[src/hw/rtl/bole_pkg.sv]
package bole_pkg;

    // Number of entries in the element store.
    localparam int Capacity = 64;
    localparam int AddrW = $clog2(Capacity);

    // Operation codes.
    localparam logic [3:0] FN_CREATE  = 4'd0;
    localparam logic [3:0] FN_DESTROY = 4'd1;
    localparam logic [3:0] FN_CLEAR   = 4'd2;
    localparam logic [3:0] FN_GET     = 4'd3;
    localparam logic [3:0] FN_LOCATE  = 4'd4;
    localparam logic [3:0] FN_PRIOR   = 4'd5;
    localparam logic [3:0] FN_NEXT    = 4'd6;
    localparam logic [3:0] FN_INSERT  = 4'd7;
    localparam logic [3:0] FN_DELETE  = 4'd8;
    localparam logic [3:0] FN_REVERSE = 4'd9;
    localparam logic [3:0] FN_NTH     = 4'd10;
    localparam logic [3:0] FN_SORT    = 4'd11;

    // Status codes.
    localparam logic [2:0] ST_OK       = 3'd0;
    localparam logic [2:0] ST_NOLIST   = 3'd1;
    localparam logic [2:0] ST_BADPOS   = 3'd2;
    localparam logic [2:0] ST_NOTFOUND = 3'd3;
    localparam logic [2:0] ST_NONEIGH  = 3'd4;
    localparam logic [2:0] ST_FULL     = 3'd5;
    localparam logic [2:0] ST_EXISTS   = 3'd6;

    typedef struct packed {
        logic [3:0]  func;
        logic [7:0]  position;
        logic signed [31:0] value;
    } req_t;

    typedef struct packed {
        logic [2:0]  status;
        logic signed [31:0] result_value;
        logic [7:0]  result_index;
        logic [7:0]  list_length;
        logic        list_exists;
    } rsp_t;

endpackage

[src/hw/rtl/bole_if.sv]
interface bole_req_if;
    logic          valid;
    logic          ready;
    bole_pkg::req_t payload;
    modport source (output valid, output payload, input ready);
    modport sink (input valid, input payload, output ready);
endinterface

interface bole_rsp_if;
    logic          valid;
    logic          ready;
    bole_pkg::rsp_t payload;
    modport source (output valid, output payload, input ready);
    modport sink (input valid, input payload, output ready);
endinterface

[src/hw/rtl/bounded_ordered_list_engine.sv]
// Ordered list engine: one item in, one result out. The elements sit in a
// synchronous RAM of Capacity words with one write and one read port. Every
// walk reads an entry and uses it (or writes it) in the next cycle. Create,
// destroy, clear and every item refused at dispatch finish at dispatch; get
// and nth do a single read; locate, prior, next, insert, delete and reverse
// walk up to the whole list. Sort reads each pair, compares it and writes
// both entries back on a swap, in bubble passes, up to length passes. A
// result held by back-pressure stalls the engine in its done state. The
// input is ready only in the idle state, so a new item is accepted once the
// previous result has been moved into the output register, in the cycle
// after that load at the earliest.
module bounded_ordered_list_engine (
    input  logic clk,
    input  logic rst_n,
    bole_req_if.sink   in_ch,
    bole_rsp_if.source out_ch
);

    localparam int AW = bole_pkg::AddrW;

    typedef enum logic [3:0] {
        S_IDLE, S_DISPATCH, S_RD, S_USE, S_SRCH, S_SRCH_USE,
        S_SHIFT_RD, S_SHIFT_WR, S_REV_RDJ, S_REV_WR, S_SORT_RD, S_SORT_CMP,
        S_DONE
    } state_t;

    // Element memory.
    logic [31:0] mem [bole_pkg::Capacity];
    logic [31:0] rdata_reg;
    logic        we;
    logic [AW-1:0] waddr, raddr;
    logic [31:0] wdata;

    always_ff @(posedge clk)
    begin
        if (we)
        begin
            mem[waddr] <= wdata;
        end
        rdata_reg <= mem[raddr];
    end

    state_t        state_reg, state_next;
    bole_pkg::req_t req_reg, req_next;
    logic [7:0]    len_reg, len_next;
    logic          ex_reg, ex_next;
    logic [7:0]    i_reg, i_next, j_reg, j_next;
    logic [31:0]   t_reg, t_next;
    logic          swp_reg, swp_next;
    logic [2:0]    st_reg, st_next;
    logic [31:0]   rv_reg, rv_next;
    logic [7:0]    ri_reg, ri_next;
    logic          ov_reg, ov_next;
    bole_pkg::rsp_t opay_reg, opay_next;

    assign in_ch.ready    = (state_reg == S_IDLE);
    assign out_ch.valid   = ov_reg;
    assign out_ch.payload = opay_reg;

    // Control sequencer.
    always_comb
    begin
        state_next = state_reg;
        req_next = req_reg;
        len_next = len_reg;
        ex_next = ex_reg;
        i_next = i_reg;
        j_next = j_reg;
        t_next = t_reg;
        swp_next = swp_reg;
        st_next = st_reg;
        rv_next = rv_reg;
        ri_next = ri_reg;
        ov_next = ov_reg;
        opay_next = opay_reg;
        we = 1'b0;
        waddr = i_reg[AW-1:0];
        wdata = t_reg;
        raddr = i_reg[AW-1:0];
        if (ov_reg && out_ch.ready)
        begin
            ov_next = 1'b0;
        end
        unique case (state_reg)
            S_IDLE:
            begin
                if (in_ch.valid)
                begin
                    req_next = in_ch.payload;
                    st_next = bole_pkg::ST_OK;
                    rv_next = '0;
                    ri_next = '0;
                    state_next = S_DISPATCH;
                end
            end
            S_DISPATCH:
            begin
                state_next = S_DONE;
                if (req_reg.func == bole_pkg::FN_CREATE)
                begin
                    if (ex_reg)
                    begin
                        st_next = bole_pkg::ST_EXISTS;
                    end
                    else
                    begin
                        ex_next = 1'b1;
                        len_next = '0;
                    end
                end
                else if (req_reg.func <= bole_pkg::FN_SORT && !ex_reg)
                begin
                    st_next = bole_pkg::ST_NOLIST;
                end
                else
                begin
                    unique case (req_reg.func) inside
                        bole_pkg::FN_DESTROY:
                        begin
                            ex_next = 1'b0;
                            len_next = '0;
                        end
                        bole_pkg::FN_CLEAR: len_next = '0;
                        bole_pkg::FN_GET, bole_pkg::FN_NTH:
                        begin
                            if (req_reg.position == 8'd0 || req_reg.position > len_reg)
                            begin
                                st_next = bole_pkg::ST_BADPOS;
                            end
                            else
                            begin
                                i_next = (req_reg.func == bole_pkg::FN_GET)
                                    ? req_reg.position - 8'd1
                                    : len_reg - req_reg.position;
                                state_next = S_RD;
                            end
                        end
                        bole_pkg::FN_LOCATE, bole_pkg::FN_PRIOR, bole_pkg::FN_NEXT:
                        begin
                            i_next = '0;
                            state_next = S_SRCH;
                        end
                        bole_pkg::FN_INSERT:
                        begin
                            if (len_reg >= 8'(bole_pkg::Capacity))
                            begin
                                st_next = bole_pkg::ST_FULL;
                            end
                            else if (req_reg.position == 8'd0
                                     || req_reg.position > len_reg + 8'd1)
                            begin
                                st_next = bole_pkg::ST_BADPOS;
                            end
                            else
                            begin
                                // Shift up from the top: i is the destination.
                                i_next = len_reg;
                                state_next = S_SHIFT_RD;
                            end
                        end
                        bole_pkg::FN_DELETE:
                        begin
                            if (req_reg.position == 8'd0 || req_reg.position > len_reg)
                            begin
                                st_next = bole_pkg::ST_BADPOS;
                            end
                            else
                            begin
                                i_next = req_reg.position - 8'd1;
                                state_next = S_RD;
                            end
                        end
                        bole_pkg::FN_REVERSE:
                        begin
                            if (len_reg > 8'd1)
                            begin
                                i_next = '0;
                                j_next = len_reg - 8'd1;
                                state_next = S_REV_RDJ;
                            end
                        end
                        bole_pkg::FN_SORT:
                        begin
                            if (len_reg > 8'd1)
                            begin
                                i_next = '0;
                                swp_next = 1'b0;
                                state_next = S_SORT_RD;
                            end
                        end
                        default: ;
                    endcase
                end
            end
            // Single read for get, nth and the first step of delete.
            S_RD:
            begin
                raddr = i_reg[AW-1:0];
                state_next = S_USE;
            end
            S_USE:
            begin
                rv_next = rdata_reg;
                if (req_reg.func == bole_pkg::FN_DELETE)
                begin
                    state_next = S_SHIFT_RD;
                end
                else
                begin
                    state_next = S_DONE;
                end
            end
            // Linear search for the first match.
            S_SRCH:
            begin
                if (i_reg >= len_reg)
                begin
                    st_next = bole_pkg::ST_NOTFOUND;
                    state_next = S_DONE;
                end
                else
                begin
                    raddr = i_reg[AW-1:0];
                    state_next = S_SRCH_USE;
                end
            end
            S_SRCH_USE:
            begin
                if (t_reg == 32'd1)
                begin
                    // Neighbour read has come back.
                    rv_next = rdata_reg;
                    state_next = S_DONE;
                end
                else if (rdata_reg != req_reg.value)
                begin
                    i_next = i_reg + 8'd1;
                    state_next = S_SRCH;
                end
                else if (req_reg.func == bole_pkg::FN_LOCATE)
                begin
                    ri_next = i_reg + 8'd1;
                    rv_next = req_reg.value;
                    state_next = S_DONE;
                end
                else if (req_reg.func == bole_pkg::FN_PRIOR)
                begin
                    if (i_reg == 8'd0)
                    begin
                        st_next = bole_pkg::ST_NONEIGH;
                        state_next = S_DONE;
                    end
                    else
                    begin
                        raddr = AW'(i_reg - 8'd1);
                        t_next = 32'd1;
                    end
                end
                else
                begin
                    if (i_reg + 8'd1 >= len_reg)
                    begin
                        st_next = bole_pkg::ST_NONEIGH;
                        state_next = S_DONE;
                    end
                    else
                    begin
                        raddr = AW'(i_reg + 8'd1);
                        t_next = 32'd1;
                    end
                end
            end
            // Insert shifts down-to-up from the top; delete shifts up.
            S_SHIFT_RD:
            begin
                if (req_reg.func == bole_pkg::FN_INSERT)
                begin
                    if (i_reg < req_reg.position)
                    begin
                        we = 1'b1;
                        waddr = AW'(req_reg.position - 8'd1);
                        wdata = req_reg.value;
                        len_next = len_reg + 8'd1;
                        state_next = S_DONE;
                    end
                    else
                    begin
                        raddr = AW'(i_reg - 8'd1);
                        state_next = S_SHIFT_WR;
                    end
                end
                else
                begin
                    if (i_reg + 8'd1 >= len_reg)
                    begin
                        len_next = len_reg - 8'd1;
                        state_next = S_DONE;
                    end
                    else
                    begin
                        raddr = AW'(i_reg + 8'd1);
                        state_next = S_SHIFT_WR;
                    end
                end
            end
            S_SHIFT_WR:
            begin
                we = 1'b1;
                waddr = i_reg[AW-1:0];
                wdata = rdata_reg;
                i_next = (req_reg.func == bole_pkg::FN_INSERT) ? i_reg - 8'd1
                                                               : i_reg + 8'd1;
                state_next = S_SHIFT_RD;
            end
            // Reverse: read i, then read j while holding i, then two writes.
            S_REV_RDJ:
            begin
                if (i_reg >= j_reg)
                begin
                    state_next = S_DONE;
                end
                else
                begin
                    raddr = i_reg[AW-1:0];
                    swp_next = 1'b0;
                    state_next = S_REV_WR;
                end
            end
            S_REV_WR:
            begin
                if (!swp_reg)
                begin
                    t_next = rdata_reg;
                    raddr = j_reg[AW-1:0];
                    swp_next = 1'b1;
                end
                else
                begin
                    // First write j with the saved i element, then i.
                    we = 1'b1;
                    waddr = j_reg[AW-1:0];
                    wdata = t_reg;
                    t_next = rdata_reg;
                    j_next = j_reg - 8'd1;
                    state_next = S_SORT_CMP;
                end
            end
            // Bubble pass: read i and i+1, compare, swap.
            S_SORT_RD:
            begin
                if (i_reg + 8'd1 >= len_reg)
                begin
                    if (swp_reg)
                    begin
                        i_next = '0;
                        swp_next = 1'b0;
                    end
                    else
                    begin
                        state_next = S_DONE;
                    end
                end
                else
                begin
                    raddr = i_reg[AW-1:0];
                    ri_next = 8'd1;
                    state_next = S_SORT_CMP;
                end
            end
            S_SORT_CMP:
            begin
                if (req_reg.func == bole_pkg::FN_REVERSE)
                begin
                    // Second write of a reverse swap.
                    we = 1'b1;
                    waddr = i_reg[AW-1:0];
                    wdata = t_reg;
                    i_next = i_reg + 8'd1;
                    swp_next = 1'b0;
                    state_next = S_REV_RDJ;
                end
                else if (ri_reg == 8'd1)
                begin
                    t_next = rdata_reg;
                    raddr = AW'(i_reg + 8'd1);
                    ri_next = 8'd2;
                end
                else if (ri_reg == 8'd2)
                begin
                    if ($signed(t_reg) > $signed(rdata_reg))
                    begin
                        we = 1'b1;
                        waddr = i_reg[AW-1:0];
                        wdata = rdata_reg;
                        swp_next = 1'b1;
                        ri_next = 8'd3;
                    end
                    else
                    begin
                        i_next = i_reg + 8'd1;
                        state_next = S_SORT_RD;
                    end
                end
                else
                begin
                    we = 1'b1;
                    waddr = AW'(i_reg + 8'd1);
                    wdata = t_reg;
                    i_next = i_reg + 8'd1;
                    state_next = S_SORT_RD;
                end
            end
            S_DONE:
            begin
                if (!ov_reg || out_ch.ready)
                begin
                    opay_next.status = st_reg;
                    opay_next.result_value = rv_reg;
                    opay_next.result_index =
                        (req_reg.func == bole_pkg::FN_LOCATE) ? ri_reg : 8'd0;
                    opay_next.list_length = len_reg;
                    opay_next.list_exists = ex_reg;
                    ov_next = 1'b1;
                    t_next = '0;
                    state_next = S_IDLE;
                end
            end
            default: state_next = S_IDLE;
        endcase
    end

    // State and registered outputs.
    always_ff @(posedge clk or negedge rst_n)
    begin
        if (!rst_n)
        begin
            state_reg <= S_IDLE;
            len_reg <= '0;
            ex_reg <= 1'b0;
            ov_reg <= 1'b0;
            t_reg <= '0;
            opay_reg <= '0;
        end
        else
        begin
            state_reg <= state_next;
            len_reg <= len_next;
            ex_reg <= ex_next;
            ov_reg <= ov_next;
            t_reg <= t_next;
            opay_reg <= opay_next;
        end
    end

    // Payload and walk registers.
    always_ff @(posedge clk)
    begin
        req_reg <= req_next;
        i_reg <= i_next;
        j_reg <= j_next;
        swp_reg <= swp_next;
        st_reg <= st_next;
        rv_reg <= rv_next;
        ri_reg <= ri_next;
    end

endmodule
[src/flat_wrapper.sv]
// flat-port wrapper written by rule: the top's interface ports become plain ports
module bounded_ordered_list_engine_flat 
  (clk, rst_n, in_ch_valid, in_ch_payload, in_ch_ready, out_ch_valid, out_ch_payload, out_ch_ready);
  bole_req_if in_ch_i ();
  bole_rsp_if out_ch_i ();
  input  logic clk;
  input  logic rst_n;
  input wire logic [$bits(in_ch_i.valid)-1:0] in_ch_valid;
  input wire logic [$bits(in_ch_i.payload)-1:0] in_ch_payload;
  output wire logic [$bits(in_ch_i.ready)-1:0] in_ch_ready;
  output wire logic [$bits(out_ch_i.valid)-1:0] out_ch_valid;
  output wire logic [$bits(out_ch_i.payload)-1:0] out_ch_payload;
  input wire logic [$bits(out_ch_i.ready)-1:0] out_ch_ready;
  assign in_ch_i.valid = in_ch_valid;
  assign in_ch_i.payload = in_ch_payload;
  assign in_ch_ready = in_ch_i.ready;
  assign out_ch_valid = out_ch_i.valid;
  assign out_ch_payload = out_ch_i.payload;
  assign out_ch_i.ready = out_ch_ready;
  bounded_ordered_list_engine u_core (.clk(clk), .rst_n(rst_n), .in_ch(in_ch_i), .out_ch(out_ch_i));
endmodule
[config.mk]
export PLATFORM = sky130hd
export DESIGN_NAME = bounded_ordered_list_engine_flat
export DESIGN_NICKNAME = d
export VERILOG_FILES = /design/src/hw/rtl/bole_pkg.sv /design/src/hw/rtl/bole_if.sv /design/src/hw/rtl/bounded_ordered_list_engine.sv /design/src/flat_wrapper.sv
export SDC_FILE = /design/constraint.sdc
export NUM_CORES = 2
export LEC_CHECK = 0
export BUFFER_PORTS_ARGS = -buffer_cell sky130_fd_sc_hd__buf_2
export CAP_MARGIN = 15
export CORE_MARGIN = 1.5
export CORE_UTILIZATION = 55
export DETAILED_ROUTE_END_ITERATION = 16
export GPL_TIMING_DRIVEN = 0
export HOLD_SLACK_MARGIN = 0.08
export PLACE_DENSITY = 0.74
export SYNTH_ARGS = -nofsm -noshare
export SYNTH_HDL_FRONTEND = slang
export SYNTH_SLANG_ARGS = --single-unit
[constraint.sdc]
create_clock -name clk -period 6.95 [get_ports clk]
set_clock_uncertainty 0.05 [all_clocks]
set_input_delay 1.39 -clock clk [delete_from_list [all_inputs] [get_ports clk]]
set_output_delay 1.39 -clock clk [all_outputs]
set_load 0.1 [all_outputs]
==> out/qor.csv <==
metric,value,unit
period utilisation layout,101,%
Worst setup EP type,register,
Multi-input gate area,0.0268,sq mm
R2R Setup Slk,-0.05,ns
chip width,420,microns
global placement routability congestion,1.01,
max reg flops,2048,
Fmax,0.143,GHz
Slew @ Worst Pin,1.28,ns
Post-route DRC,0,
RR Startpoint,u_core.i_reg[0],
CTS tree,built,
synthesis-to-finish area growth,16.6,%
Synth top area share,67.7,%
Setup crit start,u_core.i_reg[0],
Max-slew headroom,15.0,%
Die Ht,420,microns
Final Hold Fails,0,
final WL,313,mm
count of final max-slew check failures,0,
Critical Path Sink,u_core.rdata_reg[2],
vias in the first global route,62400,
"commonest non-fill, non-tap cell in the layout",edfxtp_1,
largest net degree at the start of global routing,64,
ranking of synthesized cells by area,"edfxtp_1, mux2i_1, nand2_1",
cell taking the most area after synthesis,edfxtp_1,
CTS Sinks,2282,
startpoint types,register,
"Arr. time, crit path",7.52,ns
H-Tree Depth,4,
post-detail-place hpwl,227,mm
final core utilization,64.7,%
Pre-antenna DRT Iters,9,
via count,65600,
final worst-path setup slack,-0.0471,ns
cts bufs inserted,221,
clk_lat worst skew,0.89,ns
Root Buffer,clkbuf_16,
port bufs,101,
max cap viols,0,
remaining global-route overflow,0,
Post-synth EDFFs,2152,
WP data required,7.48,ns
worst hold path type,reg -> reg,
Reg2Reg Depth,22,
Layout Nets,7592,
endpoints failing setup,3,
failing checks,negative setup slack,
average cell area after synthesis,13.9,sq um
Max clock buf depth,3,
most frequent cells in the layout,"edfxtp_1, nand2_1, nand3_1",
Routed Antenna Nets,0,
asr flop ratio synth,4.29,%
Cells after Synth,6855,
terminus of the critical flop-to-flop path,u_core.rdata_reg[2],
Initial Util,55.5,%
first-pass GRT wire length,438,mm
share of layout cells above drive strength 1,15.5,%
Main synth FF type,edfxtp_1,
Final Critical Period,7.00,ns
dpl cell area,0.103,sq mm
"Distinct cells, synth",101,
status,"complete, but fails checks",
clk slew on worst S/H paths,0.06,ns
DR iter-0 viols,10200,
Post-Syn Nets,6992,
"Seq/Total Area, Yosys",71.0,%
total global-route track usage,35.1,%
Row Count,152,
vias per inst,6.58,
#FFs+latches synth,2282,
initial antenna violation count,27,
maximum fanout along the worst path,10,
fill cell count,12100,
final instance area,0.111,sq mm
die area,0.176,sq mm
WS Path Type,reg -> reg,
Ys Warns,0,
drt wl/cell,31.3,microns
core area,0.172,sq mm
IO Pins,102,
sequential cell area,0.0677,sq mm
mapped cell area,0.0954,sq mm
hold buffers post-CTS,0,
routing by layer:
| metal | vias to the layer above | global-route usage, % | wire length [microns] |
|---|---|---|---|
| met5 | - | 0 | 21 |
| met4 | 4 | 23.1 | 23600 |
| met3 | 905 | 8.13 | 38900 |
| met2 | 4769 | 53.7 | 141000 |
| met1 | 32300 | 45.0 | 109000 |
| li1 | 27700 | - | - |
critical path: stages (launching register included):
cell      delay, ns
edfxtp_1       0.49
clkbuf_4       0.31
nand2_1        0.16
nor2_4         0.32
and3_1         0.24
xnor2_1        0.16
inv_1          0.10
ha_1           0.33
nand4_1        0.29
o31ai_4        0.20
buf_4          0.18
nor3_4         0.27
a22oi_1        0.16
xnor2_1        0.25
a211o_1        0.16
buf_2          0.38
buf_4          0.39
clkbuf_2       0.41
clkbuf_2       0.49
a31oi_1        0.11
and4_1         0.27
a31oi_1        0.37
nand4_1        0.50
cells in the mapped netlist, drive strengths merged (20+ instances only):
| cell type | n |
|---|---|
| mux2 | 43 |
| xor2 | 44 |
| o31a | 33 |
| o2111ai | 61 |
| or4 | 62 |
| o21ai | 143 |
| nand3b | 32 |
| nand4 | 82 |
| o31ai | 76 |
| nor2b | 20 |
| clkbuf | 270 |
| a22o | 32 |
| nand3 | 531 |
| dfxtp | 32 |
| nor3 | 113 |
| a311oi | 31 |
| nand2 | 1113 |
| ha | 88 |
| buf | 183 |
| a32oi | 36 |
| and3 | 74 |
| a21oi | 138 |
| o2111a | 30 |
| inv | 101 |
| o22ai | 119 |
| edfxtp | 2152 |
| dfrtp | 98 |
| a22oi | 66 |
| a31oi | 45 |
| mux2i | 466 |
| xnor2 | 31 |
| nand2b | 21 |
| a2bb2oi | 59 |
| o221ai | 39 |
| o211ai | 64 |
| nor2 | 123 |
| a21o | 24 |
| nor4 | 29 |
cells by family after synthesis:
family                     Yosys count  synth area share, %
and+or+nand+nor                   2242                 10.9
muxes                              512                 5.47
AOI/OAI and AO/OA                 1098                 8.38
buffers and inverters              556                 2.43
adders and majority gates           90                 1.19
xor gates and xnor gates            75                0.688
DFF                               2282                 71.0
metrics by stage:
stage / hold slack, ns / setup TNS (ns) / setup WS [ns] / instances
2_1_floorplan: 0.405 / 0 / 1.33 / 6855
3_3_place_gp: 0.406 / -9277.32 / -3.44 / 9266
3_5_place_dp: 0.416 / -31.97 / -1.37 / 9528
4_1_cts: 0.430 / -0.0277 / -0.0196 / 9935
5_1_grt: 0.435 / -0.683 / -0.0871 / 9973
6_report: 0.423 / -0.0682 / -0.0471 / 9979
what timing repair did:
| item | CTS | global route |
|---|---|---|
| endpoints found under the setup margin | 32 | 32 |
| pin swaps | 3 | 10 |
| setup buffers | 3 | 9 |
| gates cloned | 0 | 1 |
| gates resized for setup | 102 | 196 |
worst min-delay path by stage:
stage / startpoint / to / slack, ns / cells after the start
5_1_grt: u_core.rv_reg[14] / u_core.out_ch.payload[31] / 0.44 / 1
6_report: u_core.out_ch.payload[3] / u_core.out_ch.payload[3] / 0.42 / 2
4_1_cts: u_core.rv_reg[28] / u_core.out_ch.payload[45] / 0.43 / 1
3_3_place_gp: u_core.out_ch.payload[13] / u_core.out_ch.payload[13] / 0.41 / 2
2_1_floorplan: u_core.rv_reg[25] / u_core.out_ch.payload[42] / 0.41 / 1
3_5_place_dp: u_core.out_ch.payload[16] / u_core.out_ch.payload[16] / 0.42 / 2
cell type report:
type	count	share of cell area, %
clock inverter	126	1.07
clock buffer	279	5.31
timing repair buffer	377	3.73
buffer	452	1.93
tap	2310	2.60
sequential	2282	60.8
antenna	32	0.0720
multi-input combinational	4018	24.1
inverter	103	0.347
Power is not shown: default switching activity piles up to over one toggle a cycle in this logic, so the estimate is an artifact.
